<file path="config.mk">
export PLATFORM = sky130hd
export DESIGN_NAME = button_click_classifier
export DESIGN_NICKNAME = d
export VERILOG_FILES = /design/src/bcc_pkg.sv /design/src/bcc_ram.sv /design/src/bcc_update.sv /design/src/button_click_classifier.sv
export SDC_FILE = /design/constraint.sdc
export NUM_CORES = 1
export LEC_CHECK = 0
export BUFFER_PORTS_ARGS = -buffer_cell sky130_fd_sc_hd__buf_2
export CORE_MARGIN = 5
export CORE_UTILIZATION = 45
export DETAILED_ROUTE_END_ITERATION = 16
export SLEW_MARGIN = 20
export SYNTH_ARGS = -nofsm -noshare
export SYNTH_HDL_FRONTEND = slang
export SYNTH_SLANG_ARGS = --single-unit
</file>
<file path="constraint.sdc">
create_clock -name clk -period 14.3 [get_ports clk]
set_input_delay 2.86 -clock clk [delete_from_list [all_inputs] [get_ports clk]]
set_output_delay 2.86 -clock clk [all_outputs]
set_load 0.02 [all_outputs]
</file>
<file path="src/bcc_pkg.sv">
package bcc_pkg;

  localparam int NUM_BUTTONS_DEF = 4;
  localparam int STAMP_BITS_DEF = 32;
  localparam int MASK_BITS = 4;
  localparam int CNT_BITS = 8;
  localparam int THR_BITS = 16;
  localparam int IDX_OUT_BITS = 2;
  localparam int CFG_IDX_BITS = 3;
  localparam int CFG_DATA_BITS = 16;

  localparam logic [CFG_IDX_BITS-1:0] REG_ENABLE_MASK = 3'd0;
  localparam logic [CFG_IDX_BITS-1:0] REG_ACTIVE_LEVEL = 3'd1;
  localparam logic [CFG_IDX_BITS-1:0] REG_MIN_CLICK = 3'd2;
  localparam logic [CFG_IDX_BITS-1:0] REG_LONG_CLICK = 3'd3;
  localparam logic [CFG_IDX_BITS-1:0] REG_MULTI_CLICK = 3'd4;

  localparam logic [MASK_BITS-1:0] ENABLE_RST = 4'hF;
  localparam logic [MASK_BITS-1:0] ACTIVE_RST = 4'h0;
  localparam logic [THR_BITS-1:0] MIN_CLICK_RST = 16'd50;
  localparam logic [THR_BITS-1:0] LONG_CLICK_RST = 16'd1000;
  localparam logic [THR_BITS-1:0] MULTI_CLICK_RST = 16'd300;

  localparam logic KIND_CLICK = 1'b0;
  localparam logic KIND_LONG = 1'b1;
  localparam logic [CNT_BITS-1:0] CNT_MAX = 8'hFF;

  typedef struct packed {
    logic                valid;
    logic                kind;
    logic [CNT_BITS-1:0] count;
  } bcc_event_t;

endpackage

</file>
<file path="src/bcc_ram.sv">
module bcc_ram #(
  parameter int WIDTH = 8,
  parameter int DEPTH = 4
) (
  input  logic                                       clk,
  input  logic                                       we,
  input  logic [(DEPTH > 1 ? $clog2(DEPTH) : 1)-1:0] waddr,
  input  logic [WIDTH-1:0]                           wdata,
  input  logic                                       re,
  input  logic [(DEPTH > 1 ? $clog2(DEPTH) : 1)-1:0] raddr,
  output logic [WIDTH-1:0]                           rdata
);

  logic [WIDTH-1:0] mem_r [DEPTH];
  logic [WIDTH-1:0] rdata_r;

  always_ff @(posedge clk) begin
    if (we) begin
      mem_r[waddr] <= wdata;
    end
    if (re) begin
      rdata_r <= mem_r[raddr];
    end
  end

  assign rdata = rdata_r;

endmodule

</file>
<file path="src/bcc_update.sv">
module bcc_update #(
  parameter int STAMP_BITS = bcc_pkg::STAMP_BITS_DEF
) (
  input  logic                                        enable,
  input  logic                                        active_level,
  input  logic                                        pin,
  input  logic [STAMP_BITS-1:0]                       now,
  input  logic [bcc_pkg::THR_BITS-1:0]                min_ms,
  input  logic [bcc_pkg::THR_BITS-1:0]                long_ms,
  input  logic [bcc_pkg::THR_BITS-1:0]                multi_ms,
  input  logic [2*STAMP_BITS+bcc_pkg::CNT_BITS+1:0]   st_in,
  output logic [2*STAMP_BITS+bcc_pkg::CNT_BITS+1:0]   st_out,
  output bcc_pkg::bcc_event_t                         ev
);

  import bcc_pkg::*;

  logic                  pressed, n_pressed;
  logic [STAMP_BITS-1:0] pstamp, n_pstamp;
  logic [STAMP_BITS-1:0] rstamp, n_rstamp;
  logic                  pend, n_pend;
  logic [CNT_BITS-1:0]   cnt, n_cnt;
  logic                  down;
  logic [STAMP_BITS-1:0] held;
  logic [STAMP_BITS-1:0] idle;

  always_comb begin
    {pressed, pstamp, rstamp, pend, cnt} = st_in;
    n_pressed = pressed;
    n_pstamp  = pstamp;
    n_rstamp  = rstamp;
    n_pend    = pend;
    n_cnt     = cnt;
    ev        = '0;
    down      = (pin == active_level);
    held      = now - pstamp;
    if (enable) begin
      if (down != pressed) begin
        n_pressed = down;
        if (down) begin
          n_pstamp = now;
        end else if (held >= STAMP_BITS'(min_ms)) begin
          if (held >= STAMP_BITS'(long_ms)) begin
            ev.valid = 1'b1;
            ev.kind  = KIND_LONG;
            ev.count = cnt;
            n_cnt    = '0;
            n_pend   = 1'b0;
          end else begin
            if (cnt != CNT_MAX) begin
              n_cnt = cnt + 1'b1;
            end
            n_rstamp = now;
            n_pend   = 1'b1;
          end
        end
      end
    end
    idle = now - n_rstamp;
    if (enable && n_pend && !n_pressed && (idle > STAMP_BITS'(multi_ms))) begin
      ev.valid = 1'b1;
      ev.kind  = KIND_CLICK;
      ev.count = n_cnt;
      n_cnt    = '0;
      n_pend   = 1'b0;
    end
    st_out = {n_pressed, n_pstamp, n_rstamp, n_pend, n_cnt};
  end

endmodule

</file>
<file path="src/button_click_classifier.sv">
// processing: the walk visits each button position in turn (state memory
// read-modify-write), then releases the final event of the item; in_stall
// stays high until then, so a new item is taken only after the last one is done;
// an event waiting on a stalled output holds the walk for as long as the stall lasts
// reset: synchronous active-low; registers take defaults, button state released, ms counter zero
module button_click_classifier #(
  parameter int NUM_BUTTONS = bcc_pkg::NUM_BUTTONS_DEF,
  parameter int STAMP_BITS = bcc_pkg::STAMP_BITS_DEF
) (
  input  logic                                 clk,
  input  logic                                 rst_n,
  input  logic                                 in_valid,
  output logic                                 in_stall,
  input  logic [bcc_pkg::MASK_BITS-1:0]        in_pin_levels,
  output logic                                 out_valid,
  input  logic                                 out_stall,
  output logic [bcc_pkg::IDX_OUT_BITS-1:0]     out_button_index,
  output logic                                 out_event_kind,
  output logic [bcc_pkg::CNT_BITS-1:0]         out_click_count,
  output logic                                 out_last_event,
  input  logic                                 cfg_valid,
  output logic                                 cfg_ready,
  input  logic [bcc_pkg::CFG_IDX_BITS-1:0]     cfg_index,
  input  logic [bcc_pkg::CFG_DATA_BITS-1:0]    cfg_data
);

  import bcc_pkg::*;

  localparam int NB = (NUM_BUTTONS < MASK_BITS) ? NUM_BUTTONS : MASK_BITS;
  localparam int IW = (NB > 1) ? $clog2(NB) : 1;
  localparam int SW = 2 * STAMP_BITS + CNT_BITS + 2;
  localparam logic [IW-1:0] LAST_BTN = IW'(NB - 1);

  logic                    busy_r, busy_nxt;
  logic                    proc_v_r, proc_v_nxt;
  logic [IW-1:0]           proc_b_r, proc_b_nxt;
  logic [STAMP_BITS-1:0]   now_r, now_nxt;
  logic [MASK_BITS-1:0]    pins_r, pins_nxt;
  logic [NB-1:0]           valid_r, valid_nxt;
  logic [MASK_BITS-1:0]    enable_r, enable_nxt;
  logic [MASK_BITS-1:0]    active_r, active_nxt;
  logic [THR_BITS-1:0]     min_r, min_nxt;
  logic [THR_BITS-1:0]     long_r, long_nxt;
  logic [THR_BITS-1:0]     multi_r, multi_nxt;
  logic                    held_v_r, held_v_nxt;
  bcc_event_t              held_r, held_nxt;
  logic [IDX_OUT_BITS-1:0] held_idx_r, held_idx_nxt;
  logic                    out_valid_r, out_valid_nxt;
  logic [IDX_OUT_BITS-1:0] out_idx_r, out_idx_nxt;
  logic                    out_kind_r, out_kind_nxt;
  logic [CNT_BITS-1:0]     out_cnt_r, out_cnt_nxt;
  logic                    out_last_r, out_last_nxt;

  logic                    accept;
  logic                    out_free;
  logic                    step_ok;
  logic                    ram_re;
  logic [IW-1:0]           ram_raddr;
  logic                    ram_we;
  logic [SW-1:0]           ram_rdata;
  logic [SW-1:0]           st_in;
  logic [SW-1:0]           st_out;
  bcc_event_t              ev;
  logic [MASK_BITS-1:0]    newly;

  assign accept    = in_valid & ~busy_r;
  assign in_stall  = busy_r;
  assign cfg_ready = 1'b1;
  assign out_free  = ~out_valid_r | ~out_stall;
  assign step_ok   = ~(ev.valid & held_v_r & ~out_free);
  assign ram_we    = proc_v_r & step_ok;
  assign ram_re    = accept | (proc_v_r & step_ok & (proc_b_r != LAST_BTN));
  assign ram_raddr = accept ? '0 : IW'(proc_b_r + 1'b1);
  assign st_in     = valid_r[proc_b_r] ? ram_rdata : '0;

  bcc_ram #(
    .WIDTH (SW),
    .DEPTH (NB)
  ) u_state_ram (
    .clk   (clk),
    .we    (ram_we),
    .waddr (proc_b_r),
    .wdata (st_out),
    .re    (ram_re),
    .raddr (ram_raddr),
    .rdata (ram_rdata)
  );

  bcc_update #(
    .STAMP_BITS (STAMP_BITS)
  ) u_update (
    .enable       (proc_v_r & enable_r[proc_b_r]),
    .active_level (active_r[proc_b_r]),
    .pin          (pins_r[proc_b_r]),
    .now          (now_r),
    .min_ms       (min_r),
    .long_ms      (long_r),
    .multi_ms     (multi_r),
    .st_in        (st_in),
    .st_out       (st_out),
    .ev           (ev)
  );

  always_comb begin
    busy_nxt      = busy_r;
    proc_v_nxt    = proc_v_r;
    proc_b_nxt    = proc_b_r;
    now_nxt       = now_r;
    pins_nxt      = pins_r;
    valid_nxt     = valid_r;
    enable_nxt    = enable_r;
    active_nxt    = active_r;
    min_nxt       = min_r;
    long_nxt      = long_r;
    multi_nxt     = multi_r;
    held_v_nxt    = held_v_r;
    held_nxt      = held_r;
    held_idx_nxt  = held_idx_r;
    out_valid_nxt = out_valid_r & out_stall;
    out_idx_nxt   = out_idx_r;
    out_kind_nxt  = out_kind_r;
    out_cnt_nxt   = out_cnt_r;
    out_last_nxt  = out_last_r;
    newly         = cfg_data[MASK_BITS-1:0] & ~enable_r;

    if (cfg_valid) begin
      case (cfg_index)
        REG_ENABLE_MASK: begin
          enable_nxt = cfg_data[MASK_BITS-1:0];
          for (int b = 0; b < NB; b++) begin
            if (newly[b]) begin
              valid_nxt[b] = 1'b0;
            end
          end
        end
        REG_ACTIVE_LEVEL: active_nxt = cfg_data[MASK_BITS-1:0];
        REG_MIN_CLICK:    min_nxt = cfg_data;
        REG_LONG_CLICK:   long_nxt = cfg_data;
        REG_MULTI_CLICK:  multi_nxt = cfg_data;
        default: ;
      endcase
    end

    if (accept) begin
      busy_nxt   = 1'b1;
      proc_v_nxt = 1'b1;
      proc_b_nxt = '0;
      now_nxt    = now_r + 1'b1;
      pins_nxt   = in_pin_levels;
    end

    if (proc_v_r && step_ok) begin
      valid_nxt[proc_b_r] = 1'b1;
      if (ev.valid) begin
        if (held_v_r) begin
          out_valid_nxt = 1'b1;
          out_idx_nxt   = held_idx_r;
          out_kind_nxt  = held_r.kind;
          out_cnt_nxt   = held_r.count;
          out_last_nxt  = 1'b0;
        end
        held_v_nxt   = 1'b1;
        held_nxt     = ev;
        held_idx_nxt = IDX_OUT_BITS'(proc_b_r);
      end
      if (proc_b_r == LAST_BTN) begin
        proc_v_nxt = 1'b0;
      end else begin
        proc_b_nxt = IW'(proc_b_r + 1'b1);
      end
    end

    // final event of the item goes out with last set; with no event held, busy simply drops
    if (busy_r && !proc_v_r) begin
      if (!held_v_r) begin
        busy_nxt = 1'b0;
      end else if (out_free) begin
        out_valid_nxt = 1'b1;
        out_idx_nxt   = held_idx_r;
        out_kind_nxt  = held_r.kind;
        out_cnt_nxt   = held_r.count;
        out_last_nxt  = 1'b1;
        held_v_nxt    = 1'b0;
        busy_nxt      = 1'b0;
      end
    end
  end

  always_ff @(posedge clk) begin
    if (!rst_n) begin
      busy_r      <= 1'b0;
      proc_v_r    <= 1'b0;
      proc_b_r    <= '0;
      now_r       <= '0;
      valid_r     <= '0;
      enable_r    <= ENABLE_RST;
      active_r    <= ACTIVE_RST;
      min_r       <= MIN_CLICK_RST;
      long_r      <= LONG_CLICK_RST;
      multi_r     <= MULTI_CLICK_RST;
      held_v_r    <= 1'b0;
      out_valid_r <= 1'b0;
    end else begin
      busy_r      <= busy_nxt;
      proc_v_r    <= proc_v_nxt;
      proc_b_r    <= proc_b_nxt;
      now_r       <= now_nxt;
      valid_r     <= valid_nxt;
      enable_r    <= enable_nxt;
      active_r    <= active_nxt;
      min_r       <= min_nxt;
      long_r      <= long_nxt;
      multi_r     <= multi_nxt;
      held_v_r    <= held_v_nxt;
      out_valid_r <= out_valid_nxt;
    end
  end

  always_ff @(posedge clk) begin
    pins_r     <= pins_nxt;
    held_r     <= held_nxt;
    held_idx_r <= held_idx_nxt;
    out_idx_r  <= out_idx_nxt;
    out_kind_r <= out_kind_nxt;
    out_cnt_r  <= out_cnt_nxt;
    out_last_r <= out_last_nxt;
  end

  assign out_valid        = out_valid_r;
  assign out_button_index = out_idx_r;
  assign out_event_kind   = out_kind_r;
  assign out_click_count  = out_cnt_r;
  assign out_last_event   = out_last_r;

  a_accept_clean: assert property (@(posedge clk) disable iff (!rst_n)
    accept |-> !proc_v_r && !held_v_r)
    else $error("item taken while previous item still in flight");

  a_flush_done: assert property (@(posedge clk) disable iff (!rst_n)
    busy_r && !proc_v_r && !held_v_r |=> !busy_r)
    else $error("block stays busy after last button without pending event");

  a_walk_order: assert property (@(posedge clk) disable iff (!rst_n)
    proc_v_r && step_ok && (proc_b_r != LAST_BTN) |=> proc_v_r
      && (proc_b_r == IW'($past(proc_b_r) + 1'b1)))
    else $error("button walk skipped or repeated a position");

  a_held_kept: assert property (@(posedge clk) disable iff (!rst_n)
    held_v_r && proc_v_r && ev.valid && !out_free |=> held_v_r && $stable(held_r))
    else $error("held event lost while output stalled");

endmodule
</file>
==> qor.csv <==
metric,value,unit
portBuffers,41,
drv_slew,0,
final-hold-violation-count,0,
coreArea,55000,sq um
synthCells,2361,
die_w,245,um
crit_slowest_cell,mux4_2,
hpwlAfterDp,43800,um
track_usage,21.0,%
clkSlewWorstSetupHoldPaths,0.06,ns
hold_path_startpoint,min_r[11],
drtIter0Drc,1407,
grt_start_max_net_pins,84,
synth-edff-count,385,
startpoint,proc_b_r[0],
worst_pin_slew,1.10,ns
antenna_found_initial,0,
rows,86,
finalWirelength,64700,um
synth_ff_type,edfxtp_1,
routed_via_density,5.75,
holdCritPathClass,register to register,
cp-end-kind,register,
fin_nets,2500,
synth_largest_area_cell,edfxtp_1,
yosys_register_bits,495,
yosysWarnings,0,
cts_setup_buffers,0,
cap_violations,0,
grt_pass1_wl,100000,um
netlist.area_leader.share,46.4,%
place_ws,1.93,ns
antenna_cells,0,
place_congestion,0.903,
clk-insertion-delay-late,0.61,ns
grt_overflow_total,0,
period_share,86.9,%
ios,43,
p_per_area,133,nW/um^2
n_fill_cell,4924,
status,"complete, no violations",
multi_input_area,10400,sq um
synth_compound_area_share,16.0,%
yosys.area_share.simple,15.3,%
synth_top_family_by_area,compound AO/OA/AOI/OAI gates,
area_growth,10.0,%
fin_skew,0.0385,ns
period_minus_slack,12.43,ns
rsz0062_at_grt,false,
start_util,45.3,%
setup_viol,0,
clock.fmax,0.0804,GHz
worstPathRequired,14.49,ns
r2r_slack,1.87,ns
fin_ws,1.87,ns
criticalPathCategory,register to register,
clock_path_buffers,3,
die_area,60200,sq um
ys_seq_area_share,55.2,%
layout-drive-gt1-share,7.86,%
r2r_start,proc_b_r[0],
startpoint_type,register,
regArea,13800,sq um
root_buffer,clkbuf_16,
holdBufCountCts,0,
first_global_vias,17400,
drc_errors,0,
netlist_area,24900,sq um
synth-adder-area-share,6.18,%
ir_drop,0.105,mV
cts_buffers,51,
async_reset_ff_share,0,%
max_stage_delay,0.85,ns
crit_top_cell,a21oi_1,
p_leak,10.3,nW
setup_tns,0,ns
synth_xor_area_share,2.42,%
drtPass1Iterations,6,
num_vias,18000,
die_h,245,um
timing.slew.headroom,26.5,%
ant_nets,0,
cp_data_arrival_time,12.62,ns
cts_tree,done,
muxShareOfSynthArea,1.45,%
post_cts_resized,0,
yosysUniqueCellTypes,90,
avgSynthCellArea,10.6,sq um
path_max_fanout,74,
htree_levels,2,
netlist_top_cells_area,"edfxtp_1, dfxtp_1, nand2_1",
cts_sinks,495,
post_drt_wl_per_cell,20.6,um
synth_nets,2511,
final cells by class:
type | count | share of cell area [%]
Clock buffer | 70 | 4.99
Clock inverter | 25 | 0.871
Inverter | 90 | 1.23
Multi-Input combinational cell | 1648 | 37.9
Sequential cell | 495 | 50.2
Tap cell | 748 | 3.41
Timing Repair Buffer | 64 | 1.42
worst max-delay path: cells and delay by family, from the launching register on:
| family | cells | cell delay [ns] |
|---|---|---|
| AO/OA/AOI/OAI | 20 | 4.69 |
| AND/OR/NAND/NOR | 16 | 2.97 |
| adder cells (fa/ha/maj) | 5 | 1.52 |
| buffers and inverters | 3 | 1.18 |
| multiplexers | 1 | 0.85 |
| flip-flops | 1 | 0.35 |
| XOR/XNOR | 2 | 0.35 |
flip-flops by register name (all words and copies together), names as in the netlist, 8 cells and up:
signal,count
u_state_ram.mem_r,296
u_state_ram.rdata,74
now_r,32
long_r,16
min_r,16
multi_r,16
held_r,9
out_click_count,8
path summary, 6_finish.rpt:
path	cells after the start	endpoint
max	47	u_state_ram.rdata[25]
min	2	min_r[11]
max reg2reg	47	u_state_ram.rdata[25]
min reg2reg	2	min_r[11]
metal layers:
layer  wire length, um  track usage (%)  up-vias
met1             29600             29.3     8815
met3              2870             2.73      109
li1                  -                -     8663
met2             30700             35.1      453
met4              1510             5.40        0
met5                 0                0        -
stage by stage:
step                      std cells  utilization (%)  total power [mW]  hold WS, ns  area (sq um)
after floorplan                2361                -              2.19        0.436         24900
after global placement         3045             47.0              2.38        0.443         25800
after detailed placement       3045             47.0              2.38        0.447         25800
after CTS                      3140             49.9              3.67        0.455         27400
after global routing           3140             49.9              3.82        0.469         27400
final                          3140             49.9              3.64        0.456         27400
report_power, final:
group | switching [mW] | internal (mW)
Combinational | 0.441 | 0.240
Sequential | 0.0274 | 1.65
Clock | 0.542 | 0.743
Total | 1.01 | 2.63
layout by cell type, fill, tap and decap left out, types with 7 or more instances in the layout:
master | Yosys | layout
and3_1 | 45 | 45
clkbuf_16 | 0 | 52
nand4_1 | 30 | 30
nand2b_1 | 16 | 16
o31ai_1 | 8 | 8
buf_2 | 12 | 41
inv_1 | 87 | 86
o21ai_0 | 94 | 93
a21oi_1 | 177 | 176
nor2_1 | 90 | 85
dfxtp_1 | 110 | 109
a211oi_1 | 82 | 82
a2111oi_0 | 7 | 7
nand2_1 | 415 | 413
nor2b_1 | 82 | 82
clkbuf_1 | 108 | 18
o21a_1 | 16 | 16
xor2_1 | 35 | 35
clkinv_1 | 1 | 11
nand3_1 | 49 | 49
edfxtp_1 | 385 | 385
xnor2_1 | 34 | 34
ha_1 | 120 | 120
or3_1 | 14 | 14
mux2_4 | 10 | 10
buf_4 | 2 | 22
a31oi_1 | 86 | 86
nor3_1 | 18 | 18
nor4_1 | 7 | 7
o211ai_1 | 25 | 25
and4_1 | 9 | 9
a21o_1 | 44 | 44
o22ai_1 | 7 | 7
mux2i_1 | 12 | 12
and2_1 | 9 | 8
cells in the mapped netlist (10+ instances only):
master / n
and3_1: 45
edfxtp_1: 385
xor2_1: 35
a21o_1: 44
nand3_1: 49
or3_1: 14
nand2_1: 415
nor3_1: 18
nor2_1: 90
a21oi_1: 177
o211ai_1: 25
inv_1: 87
nand4_1: 30
o21a_1: 16
buf_2: 12
nand2b_1: 16
xnor2_1: 34
nor2b_1: 82
mux2_4: 10
ha_1: 120
o21ai_0: 94
dfxtp_1: 110
mux2i_1: 12
a211oi_1: 82
clkbuf_1: 108
a31oi_1: 86
logic make-up (layout without fill, tap and decap cells):
kind of cell	count (synthesis)	after routing
AO/OA/AOI/OAI	620	620
other	1	1
multiplexers	27	27
flip-flops	495	495
buffers and inverters	218	249
AND/OR/NAND/NOR	809	809
adder cells (fa/ha/maj)	122	122
XOR/XNOR	69	69
No activity file was read; power rests on OpenSTA's default activity.
